==> src/rtl/core/utc_pkg.sv <==
`default_nettype none

package utc_pkg;

  localparam int unsigned BASE_YEAR = 1970;
  // day of week of january 1 of the base year, 0 is sunday
  localparam int unsigned BASE_WEEKDAY = (1 + 5 * ((BASE_YEAR - 1) % 4)
                                           + 4 * ((BASE_YEAR - 1) % 100)
                                           + 6 * ((BASE_YEAR - 1) % 400)) % 7;

  localparam logic [31:0] DAY_SECS    = 32'd86400;
  localparam logic [31:0] HOUR_SECS   = 32'd3600;
  localparam logic [31:0] MIN_SECS    = 32'd60;
  localparam logic [31:0] WEEK_DAYS   = 32'd7;
  localparam logic [31:0] SUMMER_SECS = 32'd3600;

  localparam int unsigned DAYS_W  = 16;
  localparam int unsigned YEAR_W  = 12;
  localparam int unsigned MONTH_W = 4;
  localparam int unsigned DAY_W   = 5;
  localparam int unsigned HOUR_W  = 5;
  localparam int unsigned MIN_W   = 6;
  localparam int unsigned WDAY_W  = 3;
  localparam int unsigned CNT_W   = 4;

  // highest quotient bit of each restoring division
  localparam logic [CNT_W-1:0] DAY_TOP  = 4'd15;
  localparam logic [CNT_W-1:0] HOUR_TOP = 4'd4;
  localparam logic [CNT_W-1:0] MIN_TOP  = 4'd5;
  localparam logic [CNT_W-1:0] WDAY_TOP = 4'd13;

  localparam logic [6:0] BASE_MOD100 = 7'(BASE_YEAR % 100);
  localparam logic [8:0] BASE_MOD400 = 9'(BASE_YEAR % 400);

  localparam logic [MONTH_W-1:0] MONTH_FEB  = 4'd2;
  localparam logic [MONTH_W-1:0] MONTH_LAST = 4'd12;

  function automatic logic [DAY_W-1:0] days_in_month(input logic [MONTH_W-1:0] m,
                                                     input logic leap);
    logic [DAY_W-1:0] len;
    case (m)
      4'd4, 4'd6, 4'd9, 4'd11: len = 5'd30;
      MONTH_FEB:               len = leap ? 5'd29 : 5'd28;
      default:                 len = 5'd31;
    endcase
    return len;
  endfunction

endpackage

`default_nettype wire

==> src/rtl/core/utc_seconds_to_calendar.sv <==
// channel   direction  handshake                  payload
// request   in         in_valid_i / in_stall_o    timestamp_seconds_i
// result    out        out_valid_o / out_stall_i  cal_year_o .. cal_weekday_o
// config    in         cfg_we_i                   cfg_wdata_i (summer time enable)
//
// the next request can be taken in the cycle after the result leaves. one
// compare-subtract unit runs 16 day-division steps, 5 hour steps, 6 minute
// steps, 14 weekday steps, one step per whole year and per whole month removed
// plus one closing step for each; an output stall holds the result in place.
// reset clears the summer time setting and the sequencer; no request is
// taken until the result of the previous one has left the output register.
`default_nettype none

module utc_seconds_to_calendar (
  input  wire logic        clk_i,
  input  wire logic        rst_ni,
  input  wire logic        cfg_we_i,
  input  wire logic        cfg_wdata_i,
  input  wire logic        in_valid_i,
  output logic             in_stall_o,
  input  wire logic [31:0] timestamp_seconds_i,
  output logic             out_valid_o,
  input  wire logic        out_stall_i,
  output logic [11:0]      cal_year_o,
  output logic [3:0]       cal_month_o,
  output logic [4:0]       cal_day_o,
  output logic [4:0]       cal_hour_o,
  output logic [5:0]       cal_minute_o,
  output logic [5:0]       cal_second_o,
  output logic [2:0]       cal_weekday_o
);

  typedef enum logic [2:0] {
    S_IDLE, S_DAY, S_HOUR, S_MIN, S_WDAY, S_YEAR, S_MONTH, S_DONE
  } state_e;

  state_e state_q;
  logic   summer_q;

  logic [31:0]                   acc_q;
  logic [utc_pkg::CNT_W-1:0]     cnt_q;
  logic [utc_pkg::DAYS_W-1:0]    days_q;
  logic [utc_pkg::HOUR_W-1:0]    hour_q;
  logic [utc_pkg::MIN_W-1:0]     min_q;
  logic [utc_pkg::MIN_W-1:0]     sec_q;
  logic [utc_pkg::WDAY_W-1:0]    wday_q;
  logic [utc_pkg::YEAR_W-1:0]    year_q;
  logic [6:0]                    mod100_q;
  logic [8:0]                    mod400_q;
  logic [utc_pkg::MONTH_W-1:0]   month_q;

  logic        leap;
  logic [31:0] op_a;
  logic [31:0] op_b;
  logic        ge;
  logic [31:0] diff;
  logic [31:0] acc_d;

  assign leap = (mod400_q == 9'd0) || ((mod100_q != 7'd0) && (year_q[1:0] == 2'b00));

  always_comb begin
    op_a = acc_q;
    op_b = '0;
    unique case (state_q)
      S_DAY:   op_b = utc_pkg::DAY_SECS << cnt_q;
      S_HOUR:  op_b = utc_pkg::HOUR_SECS << cnt_q;
      S_MIN:   op_b = utc_pkg::MIN_SECS << cnt_q;
      S_WDAY:  op_b = utc_pkg::WEEK_DAYS << cnt_q;
      S_YEAR: begin
        op_a = 32'(days_q);
        op_b = leap ? 32'd366 : 32'd365;
      end
      S_MONTH: begin
        op_a = 32'(days_q);
        op_b = 32'(utc_pkg::days_in_month(month_q, leap));
      end
      default: op_b = '0;
    endcase
  end

  utc_cmp_sub u_cmp_sub (
    .a_i    (op_a),
    .b_i    (op_b),
    .ge_o   (ge),
    .diff_o (diff)
  );

  assign acc_d = ge ? diff : acc_q;

  always_ff @(posedge clk_i or negedge rst_ni) begin
    if (!rst_ni) begin
      state_q  <= S_IDLE;
      summer_q <= 1'b0;
    end else begin
      if (cfg_we_i) begin
        summer_q <= cfg_wdata_i;
      end
      unique case (state_q)
        S_IDLE: begin
          if (in_valid_i) begin
            acc_q   <= timestamp_seconds_i + (summer_q ? utc_pkg::SUMMER_SECS : 32'd0);
            cnt_q   <= utc_pkg::DAY_TOP;
            state_q <= S_DAY;
          end
        end
        S_DAY: begin
          acc_q  <= acc_d;
          days_q <= {days_q[utc_pkg::DAYS_W-2:0], ge};
          if (cnt_q == '0) begin
            cnt_q   <= utc_pkg::HOUR_TOP;
            state_q <= S_HOUR;
          end else begin
            cnt_q <= cnt_q - 4'd1;
          end
        end
        S_HOUR: begin
          acc_q  <= acc_d;
          hour_q <= {hour_q[utc_pkg::HOUR_W-2:0], ge};
          if (cnt_q == '0) begin
            cnt_q   <= utc_pkg::MIN_TOP;
            state_q <= S_MIN;
          end else begin
            cnt_q <= cnt_q - 4'd1;
          end
        end
        S_MIN: begin
          min_q <= {min_q[utc_pkg::MIN_W-2:0], ge};
          if (cnt_q == '0) begin
            sec_q   <= acc_d[utc_pkg::MIN_W-1:0];
            acc_q   <= 32'(days_q) + 32'(utc_pkg::BASE_WEEKDAY);
            cnt_q   <= utc_pkg::WDAY_TOP;
            state_q <= S_WDAY;
          end else begin
            acc_q <= acc_d;
            cnt_q <= cnt_q - 4'd1;
          end
        end
        S_WDAY: begin
          acc_q <= acc_d;
          cnt_q <= cnt_q - 4'd1;
          if (cnt_q == '0) begin
            wday_q   <= acc_d[utc_pkg::WDAY_W-1:0];
            year_q   <= 12'(utc_pkg::BASE_YEAR);
            mod100_q <= utc_pkg::BASE_MOD100;
            mod400_q <= utc_pkg::BASE_MOD400;
            state_q  <= S_YEAR;
          end
        end
        S_YEAR: begin
          if (ge) begin
            days_q   <= diff[utc_pkg::DAYS_W-1:0];
            year_q   <= year_q + 12'd1;
            mod100_q <= (mod100_q == 7'd99) ? 7'd0 : mod100_q + 7'd1;
            mod400_q <= (mod400_q == 9'd399) ? 9'd0 : mod400_q + 9'd1;
          end else begin
            month_q <= 4'd1;
            state_q <= S_MONTH;
          end
        end
        S_MONTH: begin
          if ((month_q != utc_pkg::MONTH_LAST) && ge) begin
            days_q  <= diff[utc_pkg::DAYS_W-1:0];
            month_q <= month_q + 4'd1;
          end else begin
            state_q <= S_DONE;
          end
        end
        S_DONE: begin
          if (!out_stall_i) begin
            state_q <= S_IDLE;
          end
        end
        default: state_q <= S_IDLE;
      endcase
    end
  end

  assign in_stall_o    = (state_q != S_IDLE);
  assign out_valid_o   = (state_q == S_DONE);
  assign cal_year_o    = year_q;
  assign cal_month_o   = month_q;
  assign cal_day_o     = days_q[utc_pkg::DAY_W-1:0] + 5'd1;
  assign cal_hour_o    = hour_q;
  assign cal_minute_o  = min_q;
  assign cal_second_o  = sec_q;
  assign cal_weekday_o = wday_q;

endmodule

`default_nettype wire

==> src/rtl/core/utc_cmp_sub.sv <==
`default_nettype none

module utc_cmp_sub (
  input  wire logic [31:0] a_i,
  input  wire logic [31:0] b_i,
  output logic             ge_o,
  output logic      [31:0] diff_o
);

  logic [32:0] full;

  assign full   = {1'b0, a_i} - {1'b0, b_i};
  assign ge_o   = ~full[32];
  assign diff_o = full[31:0];

endmodule

`default_nettype wire

==> config.mk <==
export PLATFORM = sky130hd
export DESIGN_NAME = utc_seconds_to_calendar
export DESIGN_NICKNAME = d
export VERILOG_FILES = /design/src/rtl/core/utc_pkg.sv /design/src/rtl/core/utc_seconds_to_calendar.sv /design/src/rtl/core/utc_cmp_sub.sv
export SDC_FILE = /design/constraint.sdc
export NUM_CORES = 1
export LEC_CHECK = 0
export ABC_AREA = 1
export BUFFER_PORTS_ARGS = -buffer_cell sky130_fd_sc_hd__buf_4
export CAP_MARGIN = 15
export CORE_AREA = 8 8 152 154
export DETAILED_ROUTE_END_ITERATION = 16
export DIE_AREA = 0 0 160 162
export GPL_TIMING_DRIVEN = 1
export PLACE_DENSITY_LB_ADDON = 0.05
export SYNTH_ARGS = -nofsm -noshare
export SYNTH_HDL_FRONTEND = slang
export SYNTH_SLANG_ARGS = --single-unit
==> constraint.sdc <==
create_clock -name clk_i -period 6.4 [get_ports clk_i]
set_input_delay 0 -clock clk_i [delete_from_list [all_inputs] [get_ports clk_i]]
set_output_delay 0 -clock clk_i [all_outputs]
set_load 0.01 [all_outputs]
Yosys cells after proc, flatten, opt, wreduce, memory -nomap -nowiden
Cells that the tools add are included.
{"block": "totals", "regBits": 108, "input_bits": 38, "out_inout_bits": 43, "wordCells": 120}
{"block": "op_classes", "add_sub_neg": 9, "eq_ne": 25, "shift": 4, "n_mux": 41, "bitwise_logic": 1, "n_reduce_logical": 27}
{"cell": "$pmux W32 S6", "n": 1}
{"cell": "$mux W32", "n": 4}
{"cell": "$pmux W32 S3", "n": 1}
{"cell": "$pmux W16 S3", "n": 1}
{"cell": "$mux W12", "n": 3}
{"cell": "$sub A32 B32 Y33", "n": 1}
{"cell": "$add A32 B12 Y32", "n": 1}
{"cell": "$mux W16", "n": 2}
{"cell": "$shl A12 B4 Y32 const A", "n": 1}
{"cell": "$shl A17 B4 Y32 const A", "n": 1}
{"cell": "$shl A3 B4 Y32 const A", "n": 1}
{"cell": "$shl A6 B4 Y32 const A", "n": 1}
{"cell": "$mux W9", "n": 3}
{"cell": "$mux W3", "n": 8}
{"cell": "$mux W4", "n": 6}
{"cell": "$pmux W12 S2", "n": 1}
{"cell": "$pmux W3 S8", "n": 1}
{"cell": "$mux W7", "n": 3}
{"cell": "$pmux W4 S5", "n": 1}
{"cell": "$ne A2 B2 Y1 const B", "n": 9}
{"cell": "$pmux W9 S2", "n": 1}
{"cell": "$add A16 B3 Y17 const B", "n": 1}
{"cell": "$pmux W7 S2", "n": 1}
{"cell": "$add A12 B1 Y12 const B", "n": 1}
{"cell": "other kinds (37)", "n": 53}

Longest topological paths before layout
{"block": "logic_depth", "depth_word": 11, "depth_mapped": 27, "ltp_nobuf": 25}

By module
A second synthesis with hierarchy kept.
{"block": "hier_totals", "hier_cells": 1618, "area_unflattened_um2": 10382.5}
{"module": "utc_seconds_to_calendar", "instances": 1, "cells_per_inst": 1071, "area_per_inst_um2": 7823.8, "seq_area_each_um2": 3223.1}
{"module": "utc_cmp_sub", "instances": 1, "cells_per_inst": 547, "area_per_inst_um2": 2558.7, "seq_area_each_um2": 0.0}

Worst setup path before layout
Ideal clock, no wire load.
{"block": "synth_timing", "kind": "register to register", "startpoint": "register state_q[0]", "endpoint": "register year_q, in the netlist cal_year_o[0], enable pin", "setup_ns": 0.423, "t_arrival_ns": 4.034, "required_time_ns": 5.977, "path_slack_ns": 1.944, "path_stages_with_launch": 21, "path_buffers": 3, "synth_period_minus_slack_ns": 4.456, "cell_sequence": "dfrtp_1 -> buf_4 -> nor2_2 -> nand2_2 -> nand2_8 -> nor2_8 -> inv_4 -> nand2_2 -> inv_2 -> buf_4 -> a21oi_1 -> ha_1 -> nand2_1 -> nor2_1 -> nand2_1 -> nor2_2 -> nand2_4 -> nand2_2 -> buf_6 -> nand2_2 -> a21oi_1"}
{"block": "synth_via", "elab_chain_cells": 6, "elab_cells_between_ends": 14, "classes_between": "add/sub: 1; eq/ne: 8; mux: 2; reduce/logical: 3"}
{"element": "start: declaration", "line": "utc_seconds_to_calendar.sv:37", "rtl": "state_e state_q;"}
{"element": "start signal: assignment", "line": "utc_seconds_to_calendar.sv:92", "rtl": "state_q <= S_IDLE;"}
{"element": "start signal: assignment", "line": "utc_seconds_to_calendar.sv:103", "rtl": "state_q <= S_DAY;"}
{"element": "start signal: assignment", "line": "utc_seconds_to_calendar.sv:111", "rtl": "state_q <= S_HOUR;"}
{"element": "$eq A3 B3 Y1 (on tied branches)", "line": "utc_seconds_to_calendar.sv:64, utc_seconds_to_calendar.sv:98"}
{"element": "$reduce_or A2 Y1 (no source line)"}
{"element": "$mux W32", "line": "utc_seconds_to_calendar.sv:64", "rtl": "unique case (state_q)"}
{"element": "$sub A32 B32 Y33", "line": "utc_cmp_sub.sv:12", "rtl": "assign full = {1'b0, a_i} - {1'b0, b_i};"}
{"element": "$ne A2 B2 Y1 (no source line)"}
{"element": "$reduce_and A4 Y1 (no source line) *"}
{"element": "end signal: assignment", "line": "utc_seconds_to_calendar.sv:143", "rtl": "year_q <= 12'(utc_pkg::BASE_YEAR);"}
{"element": "end signal: assignment", "line": "utc_seconds_to_calendar.sv:152", "rtl": "year_q <= year_q + 12'd1;"}
{"element": "end: declaration", "line": "utc_seconds_to_calendar.sv:47", "rtl": "logic [utc_pkg::YEAR_W-1:0] year_q;"}
Mark *: on every way between the ends. The rest lies on a longest branch, timed or not.
A chain may end at the register's enable or synchronous reset.

Worst setup path after layout
{"block": "layout_timing", "startpoint": "register state_q[0]", "endpoint": "register acc_q[18], data pin"}
{"block": "layout_via", "elab_chain_cells": 7, "elab_cells_between_ends": 15, "classes_between": "add/sub: 1; eq/ne: 6; mux: 5; reduce/logical: 3"}
{"element": "$eq A3 B3 Y1", "line": "utc_seconds_to_calendar.sv:64"}
{"element": "$reduce_or A2 Y1 (no source line)"}
{"element": "$mux W32", "line": "utc_seconds_to_calendar.sv:64"}
{"element": "$sub A32 B32 Y33", "line": "utc_cmp_sub.sv:12"}
{"element": "$mux W32", "line": "utc_seconds_to_calendar.sv:88", "rtl": "assign acc_d = ge ? diff : acc_q;"}
{"element": "$mux W32", "line": "utc_seconds_to_calendar.sv:128", "rtl": "if (cnt_q == '0) begin"}
{"element": "$pmux W32 S3 *", "line": "utc_seconds_to_calendar.sv:98", "rtl": "unique case (state_q)"}
{"element": "end signal: assignment", "line": "utc_seconds_to_calendar.sv:101", "rtl": "acc_q <= timestamp_seconds_i + (summer_q ? utc_pkg::SUMMER_SECS : 32'd0);"}
{"element": "end signal: assignment", "line": "utc_seconds_to_calendar.sv:130", "rtl": "acc_q <= 32'(days_q) + 32'(utc_pkg::BASE_WEEKDAY);"}
{"element": "end: declaration", "line": "utc_seconds_to_calendar.sv:40", "rtl": "logic [31:0] acc_q;"}
Marks and branches as above.

==> flow_metrics.tcl <==
set metrics [dict create \
    holdWs_ns 0.0470 \
    path_cells "nand2_2 > nor2_4 > inv_2 > nand2_2 > inv_2 > nand2_1 > o21ai_0 > ha_1 > nand2_1 > nor2_1 > nand3b_1 > nand2_2 > nand2_2 > nand2_4 > nand2_4 > nand2_2 > buf_4 > nand3_1 > nand2_1 > nand2_1" \
    start_util_pct 48.9 \
    arrival_ns 5.44 \
    antenna_found_initial 0 \
    cts_buffers 9 \
    die_x_microns 160 \
    vias 9868 \
    placement_rows 53 \
    critPathSlowestCell "dfrtp_1" \
    drcViolationCount 0 \
    grt_pass1_vias 9607 \
    syn_area_per_cell_sq_um 6.69 \
    r2r_cells 20 \
    finalSetupTns_ns 0 \
    setup_violations 0 \
    cts-root-buf "clkbuf_16" \
    dieArea_sq_um 25900 \
    core-area_sq_um 20700 \
    min_path_cells 4 \
    fillCellCount 2159 \
    cts_buffer_depth 2 \
    startpoint_type "register" \
    syn-cell-area_sq_um 10100 \
    worstHoldStart "timestamp_seconds_i[21]" \
    area_growth_pct 11.7 \
    synthCells 1513 \
    port_buffers 80 \
    yosysUniqueCellTypes 53 \
    hold_viol_final 0 \
    crit_path_start "state_q[0]" \
    clkTransAtPathRegs_ns 0.08 \
    drt_iter0_markers 671 \
    diodes 0 \
    synth_warnings 0 \
    grt_usage_pct 23.0 \
    final_cell_mix "nand2_1 (452), inv_1 (213), nor2_1 (149), nand3_1 (120), edfxtp_1 (104)" \
    grt_overflow 0 \
    crit_cells 20 \
    ant_nets 0 \
    outcome "completed" \
    fin_skew_ns 0.0141 \
    fin_crit_ns 5.32 \
    synth_seq_area_share_pct 31.9 \
    cts_htree_levels 3 \
    rsz0062_at_grt "no" \
    max_slew_margin_pct 49.7 \
    cpPeakStageDelay_ns 0.63 \
    maxSlewViolCount 0 \
    end_kind "register" \
    gp_congestion 0.945 \
    drv_cap 0 \
    clk_latency_ns 0.37 \
    dr.pass1.iters 7 \
    hold_path_class "in2reg" \
    viasPerCell 5.29 \
    drive_gt1_share_pct 12.1 \
    instances_no_fill 1866 \
    cp.buffers_inverters 3 \
    die_h_microns 162 \
    drt-total-wl_microns 29700 \
    critical-path-top-delay-family "simple AND/OR/NAND/NOR gates" \
    ff2ff_setup_slack_ns 1.08 \
    dp.cells 1840 \
    tightest_slew_ns 0.755 \
    grt_max_degree 33 \
    synth_seq_cells 108 \
    grt_pass1_wl_microns 48300 \
    wl_per_cell_microns 15.9 \
    cp_max_fo 30 \
    dp_hpwl_microns 23300 \
    syn_nets 1603 \
    cts_tree "yes" \
    cpMostUsedCell "nand2_2" \
    layout_commonest_cell "nand2_1" \
    cts_setup_buffers 0 \
    rr_startpoint "state_q[0]" \
    cts.sinks 108 \
    period_share_pct 83.1 \
    io_pins 81 \
    timing.fmax_ghz 0.188 \
    nets 1676 \
    critical_path_class "reg2reg" \
    required_ns 6.52 \
]
==> stage by stage <==
step	util, %	setup slack, ns	area [sq um]
after global placement	52.7	1.34	10900
after CTS	54.6	1.13	11300
after floorplan	-	1.94	10100
after detailed placement	52.7	1.18	10900
final	54.6	1.08	11300
after global routing	54.6	0.678	11300
==> final timing paths <==
check                           endpoint
min reg2reg                cal_hour_o[4]
max in group asynchronous     state_q[0]
min                            acc_q[21]
min in group asynchronous     state_q[1]
max reg2reg                    acc_q[18]
max                            acc_q[18]
==> logic make-up after synthesis <==
logic type / synth area share, %
multiplexers: 0.210
adder cells (fa/ha/maj): 6.51
buffers and inverters: 11.5
AO/OA/AOI/OAI: 12.5
AND/OR/NAND/NOR: 34.8
XOR/XNOR: 2.68
flip-flops: 31.9
==> registers in the layout, summed over array words and instances (netlist names), 3 cells and up <==
name / cells
acc_q: 32
days_q: 16
cal_year_o: 12
mod400_q: 9
mod100_q: 7
cal_minute_o: 6
cal_second_o: 6
cal_hour_o: 5
cal_month_o: 4
cnt_q: 4
cal_weekday_o: 3
state_q: 3
==> cell type report <==
cell class	instances	area (sq um)	area share, %
Multi-Input combinational cell	1121	5740	50.8
Clock buffer	9	225	1.99
Clock inverter	7	78.8	0.697
Sequential cell	108	3220	28.5
Timing Repair Buffer	98	756	6.69
Inverter	248	938	8.30
Tap cell	275	344	3.04
==> synthesized netlist by cell type, drive strengths merged <==
library cell  count  area, sq um
buf              24          179
a31o              1         8.76
o221ai            2         17.5
edfxtp          104         3120
nor3             25          146
clkbuf           12         45.0
nand3           124          641
a41oi             1         8.76
a21oi            60          338
nor4              5         31.3
mux2i             1         10.0
a21o              2         15.0
o21a              4         30.0
nor2            161          656
a31oi             7         43.8
xor2             14          123
a21boi            2         15.0
a22oi            10         75.1
dfrtp             4          100
a211oi            1         7.51
fa                1         20.0
o211ai            1         7.51
or2               3         18.8
nand2           469         1830
ha               51          638
mux2              1         11.3
o21bai            9         67.6
o21ai           115          591
o31ai             2         15.0
nand3b            8         60.1
inv             248          938
nand4            11         68.8
xnor2            17          149
nor3b             5         37.5
and2              4         25.0
o22ai             4         25.0
==> worst min-delay path, delay by kind of cell <==
kind,cells,cell delay (ns)
and+or+nand+nor,3,0.18
buffers and inverters,1,0.12
==> per-layer routing <==
metal	part of all wire, %	track usage (%)	vias to the layer above
met5	0	0	-
met4	3.1	9.35	0
met3	5.4	3.19	59
met2	47	39.4	314
met1	45	28.7	4438
li1	-	-	5057
==> what timing repair did <==
action | in CTS | in global routing
resized for setup | 0 | 0
hold endpoints to repair | 9 | 0
hold buffers | 9 | 0
Power is not shown: default switching activity piles up to over one toggle a cycle in this logic, so the estimate is an artifact.
